<file path="src/hdl/pilc_pkg.sv">
`timescale 1ns / 1ps
`default_nettype none
// ----------------------------------------------------------------------------
// pilc_pkg: shared types and constants
// Opcodes, register indexes, field widths and priority encoders for the
// sixteen-level priority interrupt control block.
// ----------------------------------------------------------------------------
package pilc_pkg;

   localparam int LEVEL_W    = 4;
   localparam int LEVELS     = 16;
   localparam int SOURCES    = 11;
   localparam int CSR_DATA_W = 16;

   // opcodes
   localparam logic [1:0] OP_RAISE  = 2'd0;
   localparam logic [1:0] OP_DEVICE = 2'd1;
   localparam logic [1:0] OP_CHECK  = 2'd2;

   // register indexes
   localparam logic CSR_LEVEL_ENABLE    = 1'b0;
   localparam logic CSR_INTERNAL_ENABLE = 1'b1;

   localparam logic [LEVELS-1:0]  DEVICE_MASK    = 16'hBC00;
   localparam logic [LEVEL_W-1:0] INTERNAL_LEVEL = 4'd14;
   localparam int                 Z_SOURCE       = 5;
   localparam logic [SOURCES-1:0] TRAP_SOURCES   = 11'h01C;

   typedef struct packed {
      logic [1:0]         opcode;
      logic [LEVEL_W-1:0] level;
      logic [SOURCES-1:0] source_mask;
      logic [LEVELS-1:0]  device_lines;
      logic               error_flag;
      logic               interrupts_on;
   } item_type;

   typedef struct packed {
      logic [LEVEL_W-1:0] current_level;
      logic               switched;
      logic               trap;
      logic [3:0]         internal_code;
      logic [LEVELS-1:0]  pending_levels;
   } result_type;

   // highest set bit, 0 when none
   function automatic logic [LEVEL_W-1:0] top_level(input logic [LEVELS-1:0] v);
      logic [LEVEL_W-1:0] r;
      r = '0;
      for (int i = 0; i < LEVELS; i++) begin
         if (v[i]) r = LEVEL_W'(i);
      end
      return r;
   endfunction

   function automatic logic [3:0] top_source(input logic [SOURCES-1:0] v);
      logic [3:0] r;
      r = '0;
      for (int i = 0; i < SOURCES; i++) begin
         if (v[i]) r = 4'(i);
      end
      return r;
   endfunction

endpackage
`default_nettype wire

</file>
<file path="src/hdl/pilc_core.sv">
`timescale 1ns / 1ps
`default_nettype none
// ----------------------------------------------------------------------------
// pilc_core: interrupt state and per-item update
// Holds pending levels, internal sources, internal code, running level and
// recheck flag; computes the next state and the result of one item.
// ----------------------------------------------------------------------------
module pilc_core (
   input  wire logic                                clock,
   input  wire logic                                reset,
   input  wire logic                                fire,
   input  wire pilc_pkg::item_type                  item,
   input  wire logic [pilc_pkg::LEVELS-1:0]         level_enable,
   input  wire logic [pilc_pkg::SOURCES-1:0]        internal_enable,
   output pilc_pkg::result_type                     result
);

   logic [pilc_pkg::LEVELS-1:0]  pending_ff, pending_in;
   logic [pilc_pkg::SOURCES-1:0] detected_ff, detected_in;
   logic [3:0]                   code_ff, code_in;
   logic [pilc_pkg::LEVEL_W-1:0] running_ff, running_in;
   logic                         recheck_ff, recheck_in;

   always_comb begin
      logic                         recomp;
      logic                         sw;
      logic                         trp;
      logic [pilc_pkg::SOURCES-1:0] act;
      logic [pilc_pkg::LEVEL_W-1:0] prio;

      pending_in  = pending_ff;
      detected_in = detected_ff;
      code_in     = code_ff;
      running_in  = running_ff;
      recheck_in  = recheck_ff;
      recomp      = 1'b0;
      sw          = 1'b0;
      trp         = 1'b0;
      act         = '0;
      prio        = '0;

      unique case (item.opcode)
         pilc_pkg::OP_RAISE: begin
            if (item.level == pilc_pkg::INTERNAL_LEVEL) begin
               detected_in = detected_ff | item.source_mask;
               if ((detected_in & internal_enable) != '0)
                  pending_in[pilc_pkg::INTERNAL_LEVEL] = 1'b1;
               trp = (item.source_mask & pilc_pkg::TRAP_SOURCES) != '0;
            end else begin
               pending_in[item.level] = 1'b1;
            end
            recomp = 1'b1;
         end
         pilc_pkg::OP_DEVICE: begin
            pending_in = (pending_ff & ~pilc_pkg::DEVICE_MASK)
                       | (item.device_lines & pilc_pkg::DEVICE_MASK);
            if (pending_in != pending_ff) recheck_in = 1'b1;
         end
         pilc_pkg::OP_CHECK: begin
            if (recheck_ff) begin
               recheck_in = 1'b0;
               recomp     = 1'b1;
            end
         end
         default: ;
      endcase

      // internal source recompute
      if (recomp) begin
         if (item.error_flag) detected_in[pilc_pkg::Z_SOURCE] = 1'b1;
         act = detected_in & internal_enable;
         if (act != '0) begin
            pending_in[pilc_pkg::INTERNAL_LEVEL] = 1'b1;
            code_in    = pilc_pkg::top_source(act);
            recheck_in = 1'b1;
         end
      end

      // level switch, sees the pending word after the recompute
      if (item.opcode == pilc_pkg::OP_CHECK && recheck_ff && item.interrupts_on) begin
         prio = pilc_pkg::top_level(level_enable & pending_in);
         if (prio != running_ff) begin
            running_in = prio;
            sw         = 1'b1;
         end
      end

      result.current_level  = running_in;
      result.switched       = sw;
      result.trap           = trp;
      result.internal_code  = code_in;
      result.pending_levels = pending_in;
   end

   always_ff @(posedge clock) begin
      if (reset) begin
         pending_ff  <= '0;
         detected_ff <= '0;
         code_ff     <= '0;
         running_ff  <= '0;
         recheck_ff  <= 1'b0;
      end else if (fire) begin
         pending_ff  <= pending_in;
         detected_ff <= detected_in;
         code_ff     <= code_in;
         running_ff  <= running_in;
         recheck_ff  <= recheck_in;
      end
   end

endmodule
`default_nettype wire

</file>
<file path="src/hdl/priority_interrupt_level_control.sv">
`timescale 1ns / 1ps
`default_nettype none
// Response: rsp_valid rises once the request has passed the input register and then
// the result register; rsp_stall can hold the item in either register.
// Throughput: one item per cycle while the response channel is not stalled; the
// state update in pilc_core is applied to each item as it fires.
// Synchronous active-high reset clears all interrupt state, both enable
// registers and both valid flags.
// ----------------------------------------------------------------------------
// priority_interrupt_level_control: sixteen-level priority interrupt control
// Input register, state update core, result register and config registers.
// ----------------------------------------------------------------------------
module priority_interrupt_level_control (
   input  wire logic                                 clock,
   input  wire logic                                 reset,
   // request channel
   input  wire logic                                 req_valid,
   output logic                                      req_stall,
   input  wire logic [1:0]                           req_opcode,
   input  wire logic [pilc_pkg::LEVEL_W-1:0]         req_level,
   input  wire logic [pilc_pkg::SOURCES-1:0]         req_source_mask,
   input  wire logic [pilc_pkg::LEVELS-1:0]          req_device_lines,
   input  wire logic                                 req_error_flag,
   input  wire logic                                 req_interrupts_on,
   // response channel
   output logic                                      rsp_valid,
   input  wire logic                                 rsp_stall,
   output logic [pilc_pkg::LEVEL_W-1:0]              rsp_current_level,
   output logic                                      rsp_switched,
   output logic                                      rsp_trap,
   output logic [3:0]                                rsp_internal_code,
   output logic [pilc_pkg::LEVELS-1:0]               rsp_pending_levels,
   // config write channel
   input  wire logic                                 csr_valid,
   output logic                                      csr_ready,
   input  wire logic                                 csr_index,
   input  wire logic [pilc_pkg::CSR_DATA_W-1:0]      csr_data
);

   // input stage
   logic                 item_valid_ff;
   pilc_pkg::item_type   item_ff;
   // result stage
   logic                 rsp_valid_ff;
   pilc_pkg::result_type rsp_ff;
   pilc_pkg::result_type result;
   // enables
   logic [pilc_pkg::LEVELS-1:0]  level_enable_ff;
   logic [pilc_pkg::SOURCES-1:0] internal_enable_ff;

   logic advance;   // result register free or being emptied this cycle
   logic fire;      // item in the input stage is processed this cycle

   assign advance   = !rsp_valid_ff || !rsp_stall;
   assign fire      = item_valid_ff && advance;
   // input stage takes a new transfer when empty or when its item moves on
   assign req_stall = item_valid_ff && !advance;
   assign csr_ready = 1'b1;

   always_ff @(posedge clock) begin
      if (reset) begin
         item_valid_ff <= 1'b0;
      end else if (!req_stall) begin
         item_valid_ff <= req_valid;
      end
   end

   always_ff @(posedge clock) begin
      if (!req_stall && req_valid) begin
         item_ff.opcode        <= req_opcode;
         item_ff.level         <= req_level;
         item_ff.source_mask   <= req_source_mask;
         item_ff.device_lines  <= req_device_lines;
         item_ff.error_flag    <= req_error_flag;
         item_ff.interrupts_on <= req_interrupts_on;
      end
   end

   pilc_core u_core (
      .clock           (clock),
      .reset           (reset),
      .fire            (fire),
      .item            (item_ff),
      .level_enable    (level_enable_ff),
      .internal_enable (internal_enable_ff),
      .result          (result)
   );

   // result register; holds while stalled
   always_ff @(posedge clock) begin
      if (reset) begin
         rsp_valid_ff <= 1'b0;
      end else if (advance) begin
         rsp_valid_ff <= item_valid_ff;
      end
   end

   always_ff @(posedge clock) begin
      if (fire) begin
         rsp_ff <= result;
      end
   end

   assign rsp_valid          = rsp_valid_ff;
   assign rsp_current_level  = rsp_ff.current_level;
   assign rsp_switched       = rsp_ff.switched;
   assign rsp_trap           = rsp_ff.trap;
   assign rsp_internal_code  = rsp_ff.internal_code;
   assign rsp_pending_levels = rsp_ff.pending_levels;

   // config registers
   always_ff @(posedge clock) begin
      if (reset) begin
         level_enable_ff    <= '0;
         internal_enable_ff <= '0;
      end else if (csr_valid && csr_ready) begin
         unique case (csr_index)
            pilc_pkg::CSR_LEVEL_ENABLE:    level_enable_ff    <= csr_data;
            pilc_pkg::CSR_INTERNAL_ENABLE:
               internal_enable_ff <= csr_data[pilc_pkg::SOURCES-1:0];
            default: ;
         endcase
      end
   end

endmodule
`default_nettype wire
</file>
<file path="config.mk">
export PLATFORM = sky130hd
export DESIGN_NAME = priority_interrupt_level_control
export DESIGN_NICKNAME = d
export VERILOG_FILES = /design/src/hdl/pilc_pkg.sv /design/src/hdl/pilc_core.sv /design/src/hdl/priority_interrupt_level_control.sv
export SDC_FILE = /design/constraint.sdc
export NUM_CORES = 1
export LEC_CHECK = 0
export ABC_AREA = 1
export BUFFER_PORTS_ARGS = -buffer_cell sky130_fd_sc_hd__clkbuf_2
export CORE_ASPECT_RATIO = 0.5
export CORE_MARGIN = 1
export CORE_UTILIZATION = 60
export CTS_CLUSTER_DIAMETER = 50
export DETAILED_ROUTE_END_ITERATION = 8
export PLACE_DENSITY = 0.85
export REMOVE_ABC_BUFFERS = 1
export SYNTH_ARGS = -nofsm -noshare
export SYNTH_HDL_FRONTEND = slang
export SYNTH_SLANG_ARGS = --single-unit
export TNS_END_PERCENT = 20
</file>
<file path="constraint.sdc">
create_clock -name clock -period 3.7 [get_ports clock]
set_input_delay 0.185 -clock clock [delete_from_list [all_inputs] [get_ports clock]]
set_output_delay 0.185 -clock clock [all_outputs]
set_load 0.02 [all_outputs]
</file>
Word level (Yosys, flattened, before mapping):

Index checks and enable logic that the tools add are counted.

* register bits: 126
* input port bits: 57
* output and inout port bits: 29
* word-level logic and storage cells: 103

* $lt $le $gt $ge: 2
* eq/ne operators: 5
* mux-type cells: 51
* bitwise logic cells: 7
* reductions and logical operators: 18

Operators by type and width (number)
* two-way mux 4 bit: 16
* nonzero test 11 bit: 3
* one-hot mux 16 bit (2 select lines): 1
* two-way mux 3 bit: 8
* bitwise AND 11 bit: 2
* two-way mux 11 bit: 2
* bitwise AND 16 bit: 1
* two-way mux 1 bit: 16
* inequality test 16 bit: 1
* bitwise OR 15 x 16 -> 16 bit: 1
* bitwise OR 16 bit: 1
* two-way mux 14 bit: 1
* bitwise OR 11 bit: 1
* two-way mux 2 bit: 4
* logical AND 1 bit: 6
* AND reduction 2 bit: 3
* < comparator 4 x 5 -> 1 bit, second input constant: 1
* demux 1 bit (select 4 bit): 1
* equality test 4 bit, second input constant: 1
* >= comparator 4 x 1 -> 1 bit, second input constant: 1
* logical NOT 1 bit: 4
* inequality test 4 bit: 1
* one-hot mux 1 bit (2 select lines): 2
* equality test 2 x 1 -> 1 bit, second input constant: 1
* other kinds (4): 4

Depth between registers and ports, before layout:

* word-level depth: 29
* gate-level depth with buffers: 26
* mapped depth without buffers: 24

Modules after synthesis:

Synthesis repeated with hierarchy kept, for this count alone.

* cells, all modules: 563
* area, all modules: 5397.7 um2

Modules (own cells, without submodules)
* priority_interrupt_level_control: times used 1, cells each 229, area an instance 3019.1 um2, sequential area each 2412.3 um2
* pilc_core: times used 1, cells each 334, area an instance 2378.5 um2, sequential area each 720.7 um2

Worst setup path after synthesis:

No wires, ideal clock.

* path kind: register -> register
* from: register item_ff[33] in the netlist's numbering
* to: register rsp_ff, in the netlist rsp_switched (data pin)
* library setup time: 253 ps
* arrival: 2068 ps
* data required time: 3447 ps
* slack: 1378 ps
* stages on the path, launching flop included: 22
* period minus slack after synthesis: 2322 ps
* path through: edfxtp_1 -> inv_1 -> ha_1 -> buf_6 -> nand2_4 -> nor2_4 -> buf_6 -> nand3_2 -> nand2_2 -> nand2_2 -> nand2_2 -> nor2_2 -> nand3_2 -> nand2_4 -> nand2_4 -> nand2_4 -> nand3_2 -> xor2_1 -> nor2_1 -> nand2_1 -> nor2_1 -> nor2_1

RTL lines
* from (decl): line priority_interrupt_level_control.sv:42 `pilc_pkg::item_type item_ff;`
* to (signal assigned): line priority_interrupt_level_control.sv:100 `rsp_ff <= result;`
* to (decl): line priority_interrupt_level_control.sv:45 `pilc_pkg::result_type rsp_ff;`

==> summary.txt <==
Via count: 4102
CTS tree: yes
Drt initial violations: 429
Max Root-Sink Buffers: 2
Max Clk Rate: 0.3208 GHz
Minimum clock period after layout: 3.117 ns
Avg WL per Cell: 15.88 um
Setup TNS: 0 ns
Mapped Area: 0.004858 sq mm
Buffers and inverters on the worst path: 1
Post-Synthesis Cells: 524
CP max stage delay: 0.41 ns
Period utilization: 0.8426
Skew final: 0.006296 ns
Met3 WL: 1.120 mm
Routed Antenna Nets: 0
DRT Wirelength: 11.85 mm
CP Launch Type: register
Worst Path Max Fanout: 11
Initial core utilization: 0.6418
Static Leak: 0.003044 uW
Setup Buffers After CTS: 0
Initial antenna violation count: 0
DIE WIDTH: 129.3 um
Max-slew headroom: 0.3485
Die ar.: 0.008483 sq mm
Vias per inst: 5.499
Clock Sinks: 114
H-Tree Depth: 4
Register Area: 0.002783 sq mm
WHS Endpoint: level_enable_ff[6]$_SDFFE_PP0P_
CP Capture Type: register
Num CTS Buffers: 17
Avg Cell Area, Syn: 9.272 sq um
Max Cap Violations: 0
First-pass GRT wire length: 18.62 mm
Worst Hold Class: primary input to register
# port buffers: 73
DP HPWL: 7.000 mm
CP Data Required Time: 3.87 ns
Design area: 0.006187 sq mm
Final core occ: 0.8174
Status: finished clean
Ports: 86
Ys async rst share: 0
Yosys cell types: 43
Number of cells on the worst reg-to-reg path: 21
Largest net degree at the start of global routing: 54
HP Start: csr_data[6]
Peak VDD IR: 501.4 uV
# rows: 22
Cell Area, Placed: 0.005301 sq mm
Vias in the first global route: 3866
Core area: 0.007570 sq mm
Total GRT Usage: 0.3018
Reg-to-reg startpoint: item_ff[33]$_DFFE_PP_
CP most frequent cell: nand2_1
Yosys warns: 0
Non-Filler Instances: 746
Share of the yosys chip area belonging to registers: 0.5728
Overflow left after global routing: 0
Layout Nets: 685
CP max-delay cell: edfxtp_1
Flops & latches, synth: 114
Final max-slew violation count: 0
DRC: 0
RSZ-0062 raised after global routing: false
Worst-path clk slew: 0.05 ns
Hold Path Cell Cnt: 3
First-pass iteration count of the detailed router: 5
R2r setup slk: 0.58 ns
Crit path max-delay family: simple AND/OR/NAND/NOR gates
Area of the multi-input gates: 0.001727 sq mm
CP arrival: 3.29 ns
GP Congestion: 0.8764
Reg-to-reg critical path endpoint: rsp_switched$_SDFFCE_PN0P_
Critical path class: register to register
Number of antenna diodes: 0
Fillers: 421
Area grow syn2layout: 27.35%
Root Buffer Master: clkbuf_16
PD cells: 549.8 mW/mm^2
Fin Hold WS: 0.01561 ns
Die Span Y: 65.63 um
Wire length on met2: 5.508 mm
Clk_lat worst skew: 0.41 ns
Post-synth top flop: dfxtp_1
Number of synthesized flops with an enable pin: 50
Worst Max-Slew Pin Slew: 0.9761 ns
M1 WL: 4.729 mm
Final setup fails: 0
Top sig layer: met4
Dpl cells: 690
Crit path cell chain: inv_1, ha_1, nand2_4, nor2_4, nand2_2, o21ai_2, nand2_1, nand2_1, nor2_2, nand3_2, nand2_4, nand2_4, nand2_4, nand2_1, nand2_1, nand2_1, nand2_1, nor2_1, nand2_1, nor2_1, nor2_1
Final hold violation count: 0
Share of cells above drive strength 1: 0.2367
## logic make-up after synthesis
kind of cell / synth area share
AND/OR/NAND/NOR: 0.1813
AO/OA/AOI/OAI: 0.1532
flip-flops: 0.5728
buffers and inverters: 0.07340
XOR/XNOR: 0.01082
adder cells (fa/ha/maj): 0.007727
other: 0.0007719
## state kept, by name, summed over array words and instances (netlist names)
| signal | count |
|---|---|
| internal_enable_ff | 11 |
| rsp_pending_levels | 16 |
| u_core.detected_ff | 11 |
| level_enable_ff | 15 |
| u_core.code_ff | 4 |
| rsp_internal_code | 4 |
| rsp_switched | 1 |
| u_core.recheck_ff | 1 |
| rsp_valid | 1 |
| rsp_current_level | 4 |
| item_valid_ff | 1 |
| u_core.pending_ff | 16 |
| u_core.running_ff | 4 |
| item_ff | 24 |
| rsp_trap | 1 |
## stage by stage
step                      worst slack [ns]  total power, uW
after floorplan                   -0.05177             1586
after global placement              0.8040             1666
after CTS                           0.6348             3387
after global routing                0.3340             3496
final                               0.5826             3402
after detailed placement            0.6758             1676
## cell usage in the layout (no fill, tap or decap), types with 3 or more instances in the layout
cell           instances
a21oi_1               26
a31oi_1                3
buf_4                  3
clkbuf_16             23
clkbuf_2              73
clkbuf_8               3
clkinv_2               5
dfxtp_1               64
dlygate4sd3_1         24
edfxtp_1              50
ha_1                   3
inv_1                 69
nand2_1               83
nand2_2               12
nand2_4                4
nand3_1                8
nand3_2                9
nor2_1                66
nor2_2                 5
o211a_1               13
o21ai_0               45
o21ai_1                5
o21ai_2                5
o21bai_1               3
o221ai_1               3
o22ai_1                5
xor2_1                 4
## metal layers
layer,global-route usage,vias up
met2,0.4940,242
met1,0.3549,1862
met5,0,-
met4,0.1588,0
met3,0.1050,58
li1,-,1940
## power by group
group / total (uW) / internal, uW / leakage [uW] / switching (uW)
Sequential: 1420 / 1380 / 0.00101 / 33.2
Combinational: 273 / 97.5 / 0.00170 / 175
Clock: 1710 / 1150 / 0.000326 / 568
Total: 3400 / 2630 / 0.00304 / 777
## cells in the mapped netlist, types with 4 or more instances
library cell | n | share of area
a21oi_1 | 26 | 0.027
clkbuf_1 | 13 | 0.010
dfxtp_1 | 64 | 0.26
edfxtp_1 | 50 | 0.31
inv_1 | 69 | 0.053
nand2_1 | 83 | 0.064
nand2_2 | 12 | 0.015
nand2_4 | 4 | 0.0093
nand3_1 | 8 | 0.0082
nand3_2 | 9 | 0.019
nor2_1 | 67 | 0.052
nor2_2 | 5 | 0.0064
o211a_1 | 13 | 0.027
o21ai_0 | 45 | 0.046
o21ai_1 | 5 | 0.0051
o21ai_2 | 5 | 0.0090
o22ai_1 | 5 | 0.0064
xor2_1 | 4 | 0.0072
## worst min-delay path, stage by stage
cell,delay (ns)
clkbuf_2,0.09
nor2_1,0.04
nor2_1,0.08
## area by class of cell
type,instances,share of cell area
clock inverters,5,0.004044
repair buffers,100,0.1015
inverters,71,0.04348
multi-input cells,321,0.2791
flip-flops and latches,114,0.4497
clock buffers,27,0.1003
well taps,108,0.02184
## worst max-delay path by stage
stage / from / endpoint / slack [ns] / cells past startpoint
after floorplan: rsp_valid$_SDFFE_PP0N_ / u_core.code_ff[0]$_SDFFE_PP0P_ / -0.05 / 6
final: item_ff[33]$_DFFE_PP_ / rsp_switched$_SDFFCE_PN0P_ / 0.58 / 21
after detailed placement: item_ff[33]$_DFFE_PP_ / rsp_switched$_SDFFCE_PN0P_ / 0.68 / 21
after global placement: item_ff[33]$_DFFE_PP_ / rsp_switched$_SDFFCE_PN0P_ / 0.80 / 21
after CTS: item_ff[33]$_DFFE_PP_ / rsp_switched$_SDFFCE_PN0P_ / 0.63 / 21
after global routing: item_ff[33]$_DFFE_PP_ / rsp_switched$_SDFFCE_PN0P_ / 0.33 / 21
## what timing repair did
item,4_1_cts,5_1_grt
hold endpoints to repair,24,0
resized for setup,0,0
hold buffers,24,0
Power figures use the tool's default switching activity.
